<file path="src/mtt_pkg.sv">
// Package for the microsecond timeout timer core.
// Holds field widths, kind codes, range limits and the sequencer state type.
// No dependencies.
package mtt_pkg;

    localparam int unsigned KIND_W     = 2;
    localparam int unsigned DELAY_W    = 25;
    localparam int unsigned TICK_W     = 8;
    localparam int unsigned TOTAL_W    = DELAY_W + TICK_W;
    localparam int unsigned PRESCALE_W = 15;
    localparam int unsigned RELOAD_W   = 16;
    localparam int unsigned DIVISOR_W  = PRESCALE_W + 1;
    localparam int unsigned DIV_STEPS  = TOTAL_W;
    localparam int unsigned STEP_W     = $clog2(DIV_STEPS);

    localparam logic [KIND_W-1:0] KIND_TICK  = 2'd0;
    localparam logic [KIND_W-1:0] KIND_START = 2'd1;
    localparam logic [KIND_W-1:0] KIND_STOP  = 2'd2;

    localparam logic [DELAY_W-1:0]    DELAY_MAX    = 25'd29826161;
    localparam logic [PRESCALE_W-1:0] PRESCALE_MAX = '1;
    localparam logic [RELOAD_W-1:0]   RELOAD_MAX   = '1;

    typedef enum logic [2:0] {
        ST_IDLE,
        ST_MUL,
        ST_SCALE,
        ST_DIV,
        ST_DONE
    } state_t;

endpackage

</file>
<file path="src/microsecond_timeout_timer_core.sv">
// Microsecond timeout timer core: prescaled down counter with start-time
// reload computation on a single restoring divider.
// Depends on mtt_pkg.
//
//  channel | direction | handshake            | payload
//  --------+-----------+----------------------+----------------------------------
//  in      | input     | in_valid / in_stall  | kind, delay_us
//  out     | output    | out_valid / out_stall| accepted, timeout, running,
//          |           |                      | prescale, reload
//  cfg     | input     | cfg_valid / cfg_ready| cfg_data (one_shot)
//
// Ticks, stops, refused starts and unknown kinds are answered from the idle state.
// A start with nonzero delay goes through accept, multiply, prescale,
// 33 divider steps at one quotient bit per cycle, and commit.
// rst_n clears the timer state, one_shot and out_valid at once.
// in_stall is high while a start is computed, and while a result waits under
// out_stall; a request may be taken in the cycle its predecessor is taken.
module microsecond_timeout_timer_core #(
    parameter int unsigned TICKS_PER_US = 72
) (
    input  logic                               clk,
    input  logic                               rst_n,
    input  logic                               in_valid,
    output logic                               in_stall,
    input  logic [mtt_pkg::KIND_W-1:0]         kind,
    input  logic [mtt_pkg::DELAY_W-1:0]        delay_us,
    output logic                               out_valid,
    input  logic                               out_stall,
    output logic                               accepted,
    output logic                               timeout,
    output logic                               running,
    output logic [mtt_pkg::PRESCALE_W-1:0]     prescale,
    output logic [mtt_pkg::RELOAD_W-1:0]       reload,
    input  logic                               cfg_valid,
    output logic                               cfg_ready,
    input  logic                               cfg_data
);

    localparam logic [mtt_pkg::TICK_W-1:0] TICKS = mtt_pkg::TICK_W'(TICKS_PER_US);

    mtt_pkg::state_t state_reg, state_next;

    logic                              one_shot_reg;
    logic                              enabled_reg, enabled_next;
    logic [mtt_pkg::PRESCALE_W-1:0]    prescale_value_reg, prescale_value_next;
    logic [mtt_pkg::PRESCALE_W-1:0]    prescale_count_reg, prescale_count_next;
    logic [mtt_pkg::RELOAD_W-1:0]      reload_value_reg, reload_value_next;
    logic [mtt_pkg::RELOAD_W-1:0]      down_count_reg, down_count_next;
    logic [mtt_pkg::STEP_W-1:0]        step_reg, step_next;

    logic                              out_valid_reg, out_valid_next;
    logic                              accepted_reg, accepted_next;
    logic                              timeout_reg, timeout_next;
    logic                              running_reg, running_next;
    logic [mtt_pkg::PRESCALE_W-1:0]    prescale_reg, prescale_next;
    logic [mtt_pkg::RELOAD_W-1:0]      reload_reg, reload_next;

    // divider datapath
    logic [mtt_pkg::DELAY_W-1:0]       delay_reg, delay_next;
    logic [mtt_pkg::TOTAL_W-1:0]       total_reg, total_next;
    logic [mtt_pkg::PRESCALE_W-1:0]    pre_reg, pre_next;
    logic [mtt_pkg::DIVISOR_W-1:0]     divisor_reg, divisor_next;
    logic [mtt_pkg::TOTAL_W-1:0]       quot_reg, quot_next;
    logic [mtt_pkg::DIVISOR_W-1:0]     rem_reg, rem_next;

    logic                              in_accept;
    logic                              out_free;
    logic [mtt_pkg::TOTAL_W-1:0]       total_m1;
    logic [mtt_pkg::TOTAL_W-16-1:0]    pre_raw;
    logic [mtt_pkg::DIVISOR_W:0]       rem_shift;
    logic                              rem_ge;
    logic [mtt_pkg::TOTAL_W-1:0]       quot_m1;
    logic [mtt_pkg::RELOAD_W-1:0]      reload_calc;

    assign cfg_ready = 1'b1;
    assign out_free  = !out_valid_reg || !out_stall;
    assign in_stall  = (state_reg != mtt_pkg::ST_IDLE) || !out_free;
    assign in_accept = in_valid && !in_stall;

    assign total_m1  = total_reg - mtt_pkg::TOTAL_W'(1);
    assign pre_raw   = total_m1[mtt_pkg::TOTAL_W-1:16];
    assign rem_shift = {rem_reg, quot_reg[mtt_pkg::TOTAL_W-1]};
    assign rem_ge    = rem_shift >= {1'b0, divisor_reg};
    assign quot_m1   = quot_reg - mtt_pkg::TOTAL_W'(1);

    always_comb
    begin
        if (quot_reg == '0)
            reload_calc = '0;
        else if (quot_m1[mtt_pkg::TOTAL_W-1:mtt_pkg::RELOAD_W] != '0)
            reload_calc = mtt_pkg::RELOAD_MAX;
        else
            reload_calc = quot_m1[mtt_pkg::RELOAD_W-1:0];
    end

    always_comb
    begin
        state_next          = state_reg;
        enabled_next        = enabled_reg;
        prescale_value_next = prescale_value_reg;
        prescale_count_next = prescale_count_reg;
        reload_value_next   = reload_value_reg;
        down_count_next     = down_count_reg;
        step_next           = step_reg;
        delay_next          = delay_reg;
        total_next          = total_reg;
        pre_next            = pre_reg;
        divisor_next        = divisor_reg;
        quot_next           = quot_reg;
        rem_next            = rem_reg;
        accepted_next       = 1'b0;
        timeout_next        = 1'b0;
        out_valid_next      = out_valid_reg && out_stall;
        case (state_reg)
            mtt_pkg::ST_IDLE:
            begin
                if (in_accept)
                begin
                    if (kind == mtt_pkg::KIND_START && delay_us != '0)
                    begin
                        delay_next = (delay_us > mtt_pkg::DELAY_MAX) ?
                                     mtt_pkg::DELAY_MAX : delay_us;
                        state_next = mtt_pkg::ST_MUL;
                    end
                    else
                    begin
                        out_valid_next = 1'b1;
                        if (kind == mtt_pkg::KIND_TICK && enabled_reg)
                        begin
                            if (prescale_count_reg == prescale_value_reg)
                            begin
                                prescale_count_next = '0;
                                if (down_count_reg == '0)
                                begin
                                    timeout_next    = 1'b1;
                                    down_count_next = reload_value_reg;
                                    if (one_shot_reg)
                                        enabled_next = 1'b0;
                                end
                                else
                                    down_count_next = down_count_reg
                                                      - mtt_pkg::RELOAD_W'(1);
                            end
                            else
                                prescale_count_next = prescale_count_reg
                                                      + mtt_pkg::PRESCALE_W'(1);
                        end
                        else if (kind == mtt_pkg::KIND_STOP)
                            enabled_next = 1'b0;
                    end
                end
            end
            mtt_pkg::ST_MUL:
            begin
                total_next = mtt_pkg::TOTAL_W'(TICKS) * mtt_pkg::TOTAL_W'(delay_reg);
                state_next = mtt_pkg::ST_SCALE;
            end
            mtt_pkg::ST_SCALE:
            begin
                // saturate when any bit above the prescale width is set
                pre_next     = (pre_raw[mtt_pkg::TOTAL_W-16-1:mtt_pkg::PRESCALE_W] != '0) ?
                               mtt_pkg::PRESCALE_MAX : pre_raw[mtt_pkg::PRESCALE_W-1:0];
                divisor_next = mtt_pkg::DIVISOR_W'(pre_next) + mtt_pkg::DIVISOR_W'(1);
                quot_next    = total_reg;
                rem_next     = '0;
                step_next    = '0;
                state_next   = mtt_pkg::ST_DIV;
            end
            mtt_pkg::ST_DIV:
            begin
                // restoring division, one quotient bit per cycle
                rem_next  = rem_ge ? mtt_pkg::DIVISOR_W'(rem_shift - {1'b0, divisor_reg})
                                   : rem_shift[mtt_pkg::DIVISOR_W-1:0];
                quot_next = {quot_reg[mtt_pkg::TOTAL_W-2:0], rem_ge};
                step_next = step_reg + mtt_pkg::STEP_W'(1);
                if (step_reg == mtt_pkg::STEP_W'(mtt_pkg::DIV_STEPS - 1))
                    state_next = mtt_pkg::ST_DONE;
            end
            mtt_pkg::ST_DONE:
            begin
                if (out_free)
                begin
                    prescale_value_next = pre_reg;
                    reload_value_next   = reload_calc;
                    prescale_count_next = '0;
                    down_count_next     = reload_calc;
                    enabled_next        = 1'b1;
                    accepted_next       = 1'b1;
                    out_valid_next      = 1'b1;
                    state_next          = mtt_pkg::ST_IDLE;
                end
            end
            default:
                state_next = mtt_pkg::ST_IDLE;
        endcase
        running_next  = enabled_next;
        prescale_next = prescale_value_next;
        reload_next   = reload_value_next;
    end

    always_ff @(posedge clk or negedge rst_n)
    begin
        if (!rst_n)
        begin
            state_reg          <= mtt_pkg::ST_IDLE;
            one_shot_reg       <= 1'b0;
            enabled_reg        <= 1'b0;
            prescale_value_reg <= '0;
            prescale_count_reg <= '0;
            reload_value_reg   <= mtt_pkg::RELOAD_MAX;
            down_count_reg     <= '0;
            step_reg           <= '0;
            out_valid_reg      <= 1'b0;
        end
        else
        begin
            state_reg          <= state_next;
            if (cfg_valid && cfg_ready)
                one_shot_reg   <= cfg_data;
            enabled_reg        <= enabled_next;
            prescale_value_reg <= prescale_value_next;
            prescale_count_reg <= prescale_count_next;
            reload_value_reg   <= reload_value_next;
            down_count_reg     <= down_count_next;
            step_reg           <= step_next;
            out_valid_reg      <= out_valid_next;
        end
    end

    // payload registers, no reset
    always_ff @(posedge clk)
    begin
        delay_reg   <= delay_next;
        total_reg   <= total_next;
        pre_reg     <= pre_next;
        divisor_reg <= divisor_next;
        quot_reg    <= quot_next;
        rem_reg     <= rem_next;
        if (out_free)
        begin
            accepted_reg <= accepted_next;
            timeout_reg  <= timeout_next;
            running_reg  <= running_next;
            prescale_reg <= prescale_next;
            reload_reg   <= reload_next;
        end
    end

    assign out_valid = out_valid_reg;
    assign accepted  = accepted_reg;
    assign timeout   = timeout_reg;
    assign running   = running_reg;
    assign prescale  = prescale_reg;
    assign reload    = reload_reg;

`ifndef SYNTHESIS
    a_accept_idle: assert property (@(posedge clk) disable iff (!rst_n)
        in_valid && !in_stall |-> state_reg == mtt_pkg::ST_IDLE)
        else $error("request taken while sequencer busy");

    a_count_bound: assert property (@(posedge clk) disable iff (!rst_n)
        prescale_count_reg <= prescale_value_reg)
        else $error("prescaler count beyond prescale value");

    a_accept_runs: assert property (@(posedge clk) disable iff (!rst_n)
        out_valid_reg && accepted_reg |-> running_reg)
        else $error("accepted start reported without running timer");

    a_div_done: assert property (@(posedge clk) disable iff (!rst_n)
        state_reg == mtt_pkg::ST_DIV && step_reg == mtt_pkg::STEP_W'(mtt_pkg::DIV_STEPS - 1)
        |=> state_reg == mtt_pkg::ST_DONE)
        else $error("divider did not finish after last step");
`endif

endmodule

</file>
<file path="config.mk">
export PLATFORM = sky130hd
export DESIGN_NAME = microsecond_timeout_timer_core
export DESIGN_NICKNAME = d
export VERILOG_FILES = /design/src/mtt_pkg.sv /design/src/microsecond_timeout_timer_core.sv
export SDC_FILE = /design/constraint.sdc
export NUM_CORES = 1
export LEC_CHECK = 0
export BUFFER_PORTS_ARGS = -buffer_cell sky130_fd_sc_hd__buf_4
export CAP_MARGIN = 15
export CORE_MARGIN = 1
export CORE_UTILIZATION = 45
export DETAILED_ROUTE_END_ITERATION = 7
export SYNTH_ARGS = -nofsm -noshare
export SYNTH_HDL_FRONTEND = slang
export SYNTH_SLANG_ARGS = --single-unit
</file>
<file path="constraint.sdc">
create_clock -name clk -period 3.6 [get_ports clk]
set_clock_uncertainty 0.05 [all_clocks]
set_input_delay 0.36 -clock clk [delete_from_list [all_inputs] [get_ports clk]]
set_output_delay 0.36 -clock clk [all_outputs]
set_load 0.02 [all_outputs]
</file>
==> flow_metrics.env <==
export IMPL_min_path_type="input pin to flop"
export IMPL_synth_edf_count=168
export IMPL_total_power_mw=12.6
export IMPL_crit_chain="nor4_4, nand4_2, or4_4, nor4b_4, xnor2_2, nand3_1, ha_1, nand2_1, nor2_1, a22o_1, o21ba_4, nor2_1, o311ai_1"
export IMPL_area_growth_pct=16.3
export IMPL_worst_setup_path_type="flop to flop"
export IMPL_leakagePower_nw=6.17
export IMPL_netSwitchingPower_mw=4.65
export IMPL_largest_register_ffs=33
export IMPL_fin_crit_ns=3.41
export IMPL_yosysTopAreaCell="edfxtp_1"
export IMPL_yosysMostFrequentCell="nand2_1"
export IMPL_grt_overflow=0
export IMPL_r2r_cells=13
export IMPL_drtIter0Drc=711
export IMPL_grtUsageTotal_pct=21.3
export IMPL_drive_gt1_share_pct=13.4
export IMPL_r2r_start="total_reg[14]$_DFFE_PP_"
export IMPL_hp_start="delay_us[18]"
export IMPL_final_cells=1771
export IMPL_wl_mm=30.2
export IMPL_fmax_mhz=293
export IMPL_gp_congestion=0.868
export IMPL_grt_max_degree=75
export IMPL_die_w_um=172
export IMPL_holdPathEnd="delay_reg[18]$_SDFFCE_PN1P_"
export IMPL_cts_tree="done"
export IMPL_synth_fa_ha_area_share_pct=6.64
export IMPL_synth_distinct_cells=72
export IMPL_grt_pass1_vias=9417
export IMPL_insertion_delay_ns=0.53
export IMPL_route_detailed_drc=0
export IMPL_crit_buf_inv=0
export IMPL_p_int_mw=7.97
export IMPL_die_h_um=172
export IMPL_antenna_cells=0
export IMPL_stdcell_area_um2=15200
export IMPL_synthCells=1273
export IMPL_crit_cells=13
export IMPL_path_clk_slew_ns=0.06
export IMPL_max_stage_delay_ns=0.47
export IMPL_p_clk_share_pct=22.8
export IMPL_seq_area_frac_synth_pct=53.1
export IMPL_start_util_pct=46.3
export IMPL_cts_made_buffers=28
export IMPL_cp_required_ns=3.89
export IMPL_pre_cts_slack_ns=0.135
export IMPL_power_per_cell_area_nw_per_um2=832
export IMPL_cp_common_cell="nor2_1"
export IMPL_cts_num_sinks=242
export IMPL_viasPerCell=5.43
export IMPL_synth_xor_area_share_pct=5.90
export IMPL_portBuffers=68
export IMPL_crit_arrival_ns=3.70
export IMPL_ios=70
export IMPL_r2r_end="divisor_reg[12]$_DFFE_PN_"
export IMPL_ys_flop_type="edfxtp_1"
export IMPL_wl_per_cell_um=17.1
export IMPL_maxSlewViolCount=0
export IMPL_slew_headroom_pct=35.3
export IMPL_synth_compound_gate_area_share_pct=10.7
export IMPL_fin_setup_tns_ns=0
export IMPL_die_area_um2=29600
export IMPL_crit_family="simple AND/OR/NAND/NOR gates"
export IMPL_netlist_area_um2=13000
export IMPL_syn_nets=1374
export IMPL_maxCapViolations=0
export IMPL_p_sw_share_pct=36.8
export IMPL_hold_depth=2
export IMPL_post_route_util_pct=53.8
export IMPL_synth_top_cell_area_share_pct=38.7
export IMPL_hold_slack_ns=0.0588
export IMPL_slowest_stage="or4_4"
export IMPL_cts_root_buf="clkbuf_16"
export IMPL_dpl_cell_area_um2=14100
export IMPL_rows=61
export IMPL_final_nets=1472
export IMPL_rsz0062_at_grt="no"
export IMPL_core_um2=28200
export IMPL_synth_top_family_by_area="simple AND/OR/NAND/NOR gates"
export IMPL_combPwrFrac_pct=35.5
export IMPL_avgSynthCellArea_um2=10.2
export IMPL_ff2ff_setup_slack_ns=0.19
export IMPL_synth_area_top_cells="edfxtp_1 (39%), dfrtp_1 (11%), nand2_1 (6.9%)"
export IMPL_setup_slack_ns=0.188
export IMPL_peakVddDrop_v=0.000436
export IMPL_synth_mux_area_share_pct=1.02
export IMPL_synth_common_cells="nand2_1 (239), edfxtp_1 (168), nor2_1 (92), o21ai_0 (84), ha_1 (66)"
export IMPL_end_kind="flop"
export IMPL_dp_cells=1711
export IMPL_tightest_slew_ns=0.971
export IMPL_synth_seq_cells=242
export IMPL_synth_simple_area_share_pct=20.2
export IMPL_antenna_found_initial=0
export IMPL_critPathLaunchType="flop"
export IMPL_cp_max_fo=5
export IMPL_final_hold_violation_count=0
export IMPL_ant_nets=0
export IMPL_pwr_share_seq_pct=41.7
export IMPL_drtPass1Iterations=7
export IMPL_clockBufferDepth=3
export IMPL_async_flop_share_pct=30.6
export IMPL_hpwl_mm=22.3
export IMPL_finalSetupViolations=0
export IMPL_ctsHtreeMaxLevel=1
export IMPL_run_status="completed"
export IMPL_num_vias=9614
export IMPL_period_share_pct=94.8
export IMPL_ys_warn_count=0
export IMPL_grt_pass1_wl_mm=49.3
worst max-delay path by stage:
stage	slack, ns	start	end
global route	0.01	delay_reg[3]$_SDFFCE_PN0P_	total_reg[30]$_DFFE_PP_
CTS	0.12	total_reg[7]$_DFFE_PP_	divisor_reg[12]$_DFFE_PN_
global placement	0.21	delay_reg[9]$_SDFFCE_PN0P_	total_reg[30]$_DFFE_PP_
finish	0.19	total_reg[14]$_DFFE_PP_	divisor_reg[12]$_DFFE_PN_
detailed placement	0.13	total_reg[7]$_DFFE_PP_	divisor_reg[12]$_DFFE_PN_
floorplan	0.05	total_reg[14]$_DFFE_PP_	divisor_reg[8]$_DFFE_PN_
cell type report:
class / count / area, µm²
fill: 2515 / 13000
sequential: 242 / 6920
timing repair buffer: 109 / 833
tap: 378 / 473
inverter: 40 / 150
clock inverter: 12 / 126
multi-input combinational: 950 / 5830
clock buffer: 40 / 828
cell families after synthesis:
logic type / after synthesis
buffers and inverters: 81
adder cells (fa/ha/maj): 68
AO/OA/AOI/OAI: 232
other: 1
AND/OR/NAND/NOR: 549
flip-flops: 242
multiplexers: 13
XOR/XNOR: 87
layer usage:
layer	track usage [%]	vias up	wire, µm
li1	-	4757	-
met1	29.8	4615	14300
met2	34.8	203	14000
met3	3.09	39	1460
met4	4.77	0	481
met5	0	-	0
power groups by stage:
stage	registers (mW)	logic, mW	clock network, mW
after CTS	5.25	4.50	2.96
final	5.27	4.48	2.88
after global placement	5.27	4.43	0
after global routing	5.39	5.00	3.06
after floorplan	5.24	2.96	0
after detailed placement	5.29	4.48	0
cell usage in the layout, fill, tap and decap left out, types with 6 or more instances in the layout:
master	n
buf_4	103
and3_1	13
o21a_1	7
and2_1	15
o211ai_1	16
o31ai_1	6
nor3_1	37
dfrtp_1	58
nor3b_1	6
o21bai_1	8
nand2_1	239
dlygate4sd3_1	6
nand3_1	27
a21o_1	9
a211oi_1	9
nor2_1	92
clkbuf_1	6
nor4_1	20
inv_1	38
dfstp_2	16
nand4_1	19
nand2b_1	23
nand3b_1	6
clkbuf_16	30
edfxtp_1	168
a21oi_1	61
nor2b_1	13
xnor2_1	55
o21ai_0	84
mux2i_1	11
ha_1	66
xor2_1	30
or3_1	9
what timing repair did:
item,in CTS,in global routing
gates resized for setup,0,3
setup endpoints to repair,0,4
endpoints found under the hold margin,62,0
buffers inserted,0,2
hold buffers,6,0
No activity file was read; power rests on OpenSTA's default activity.
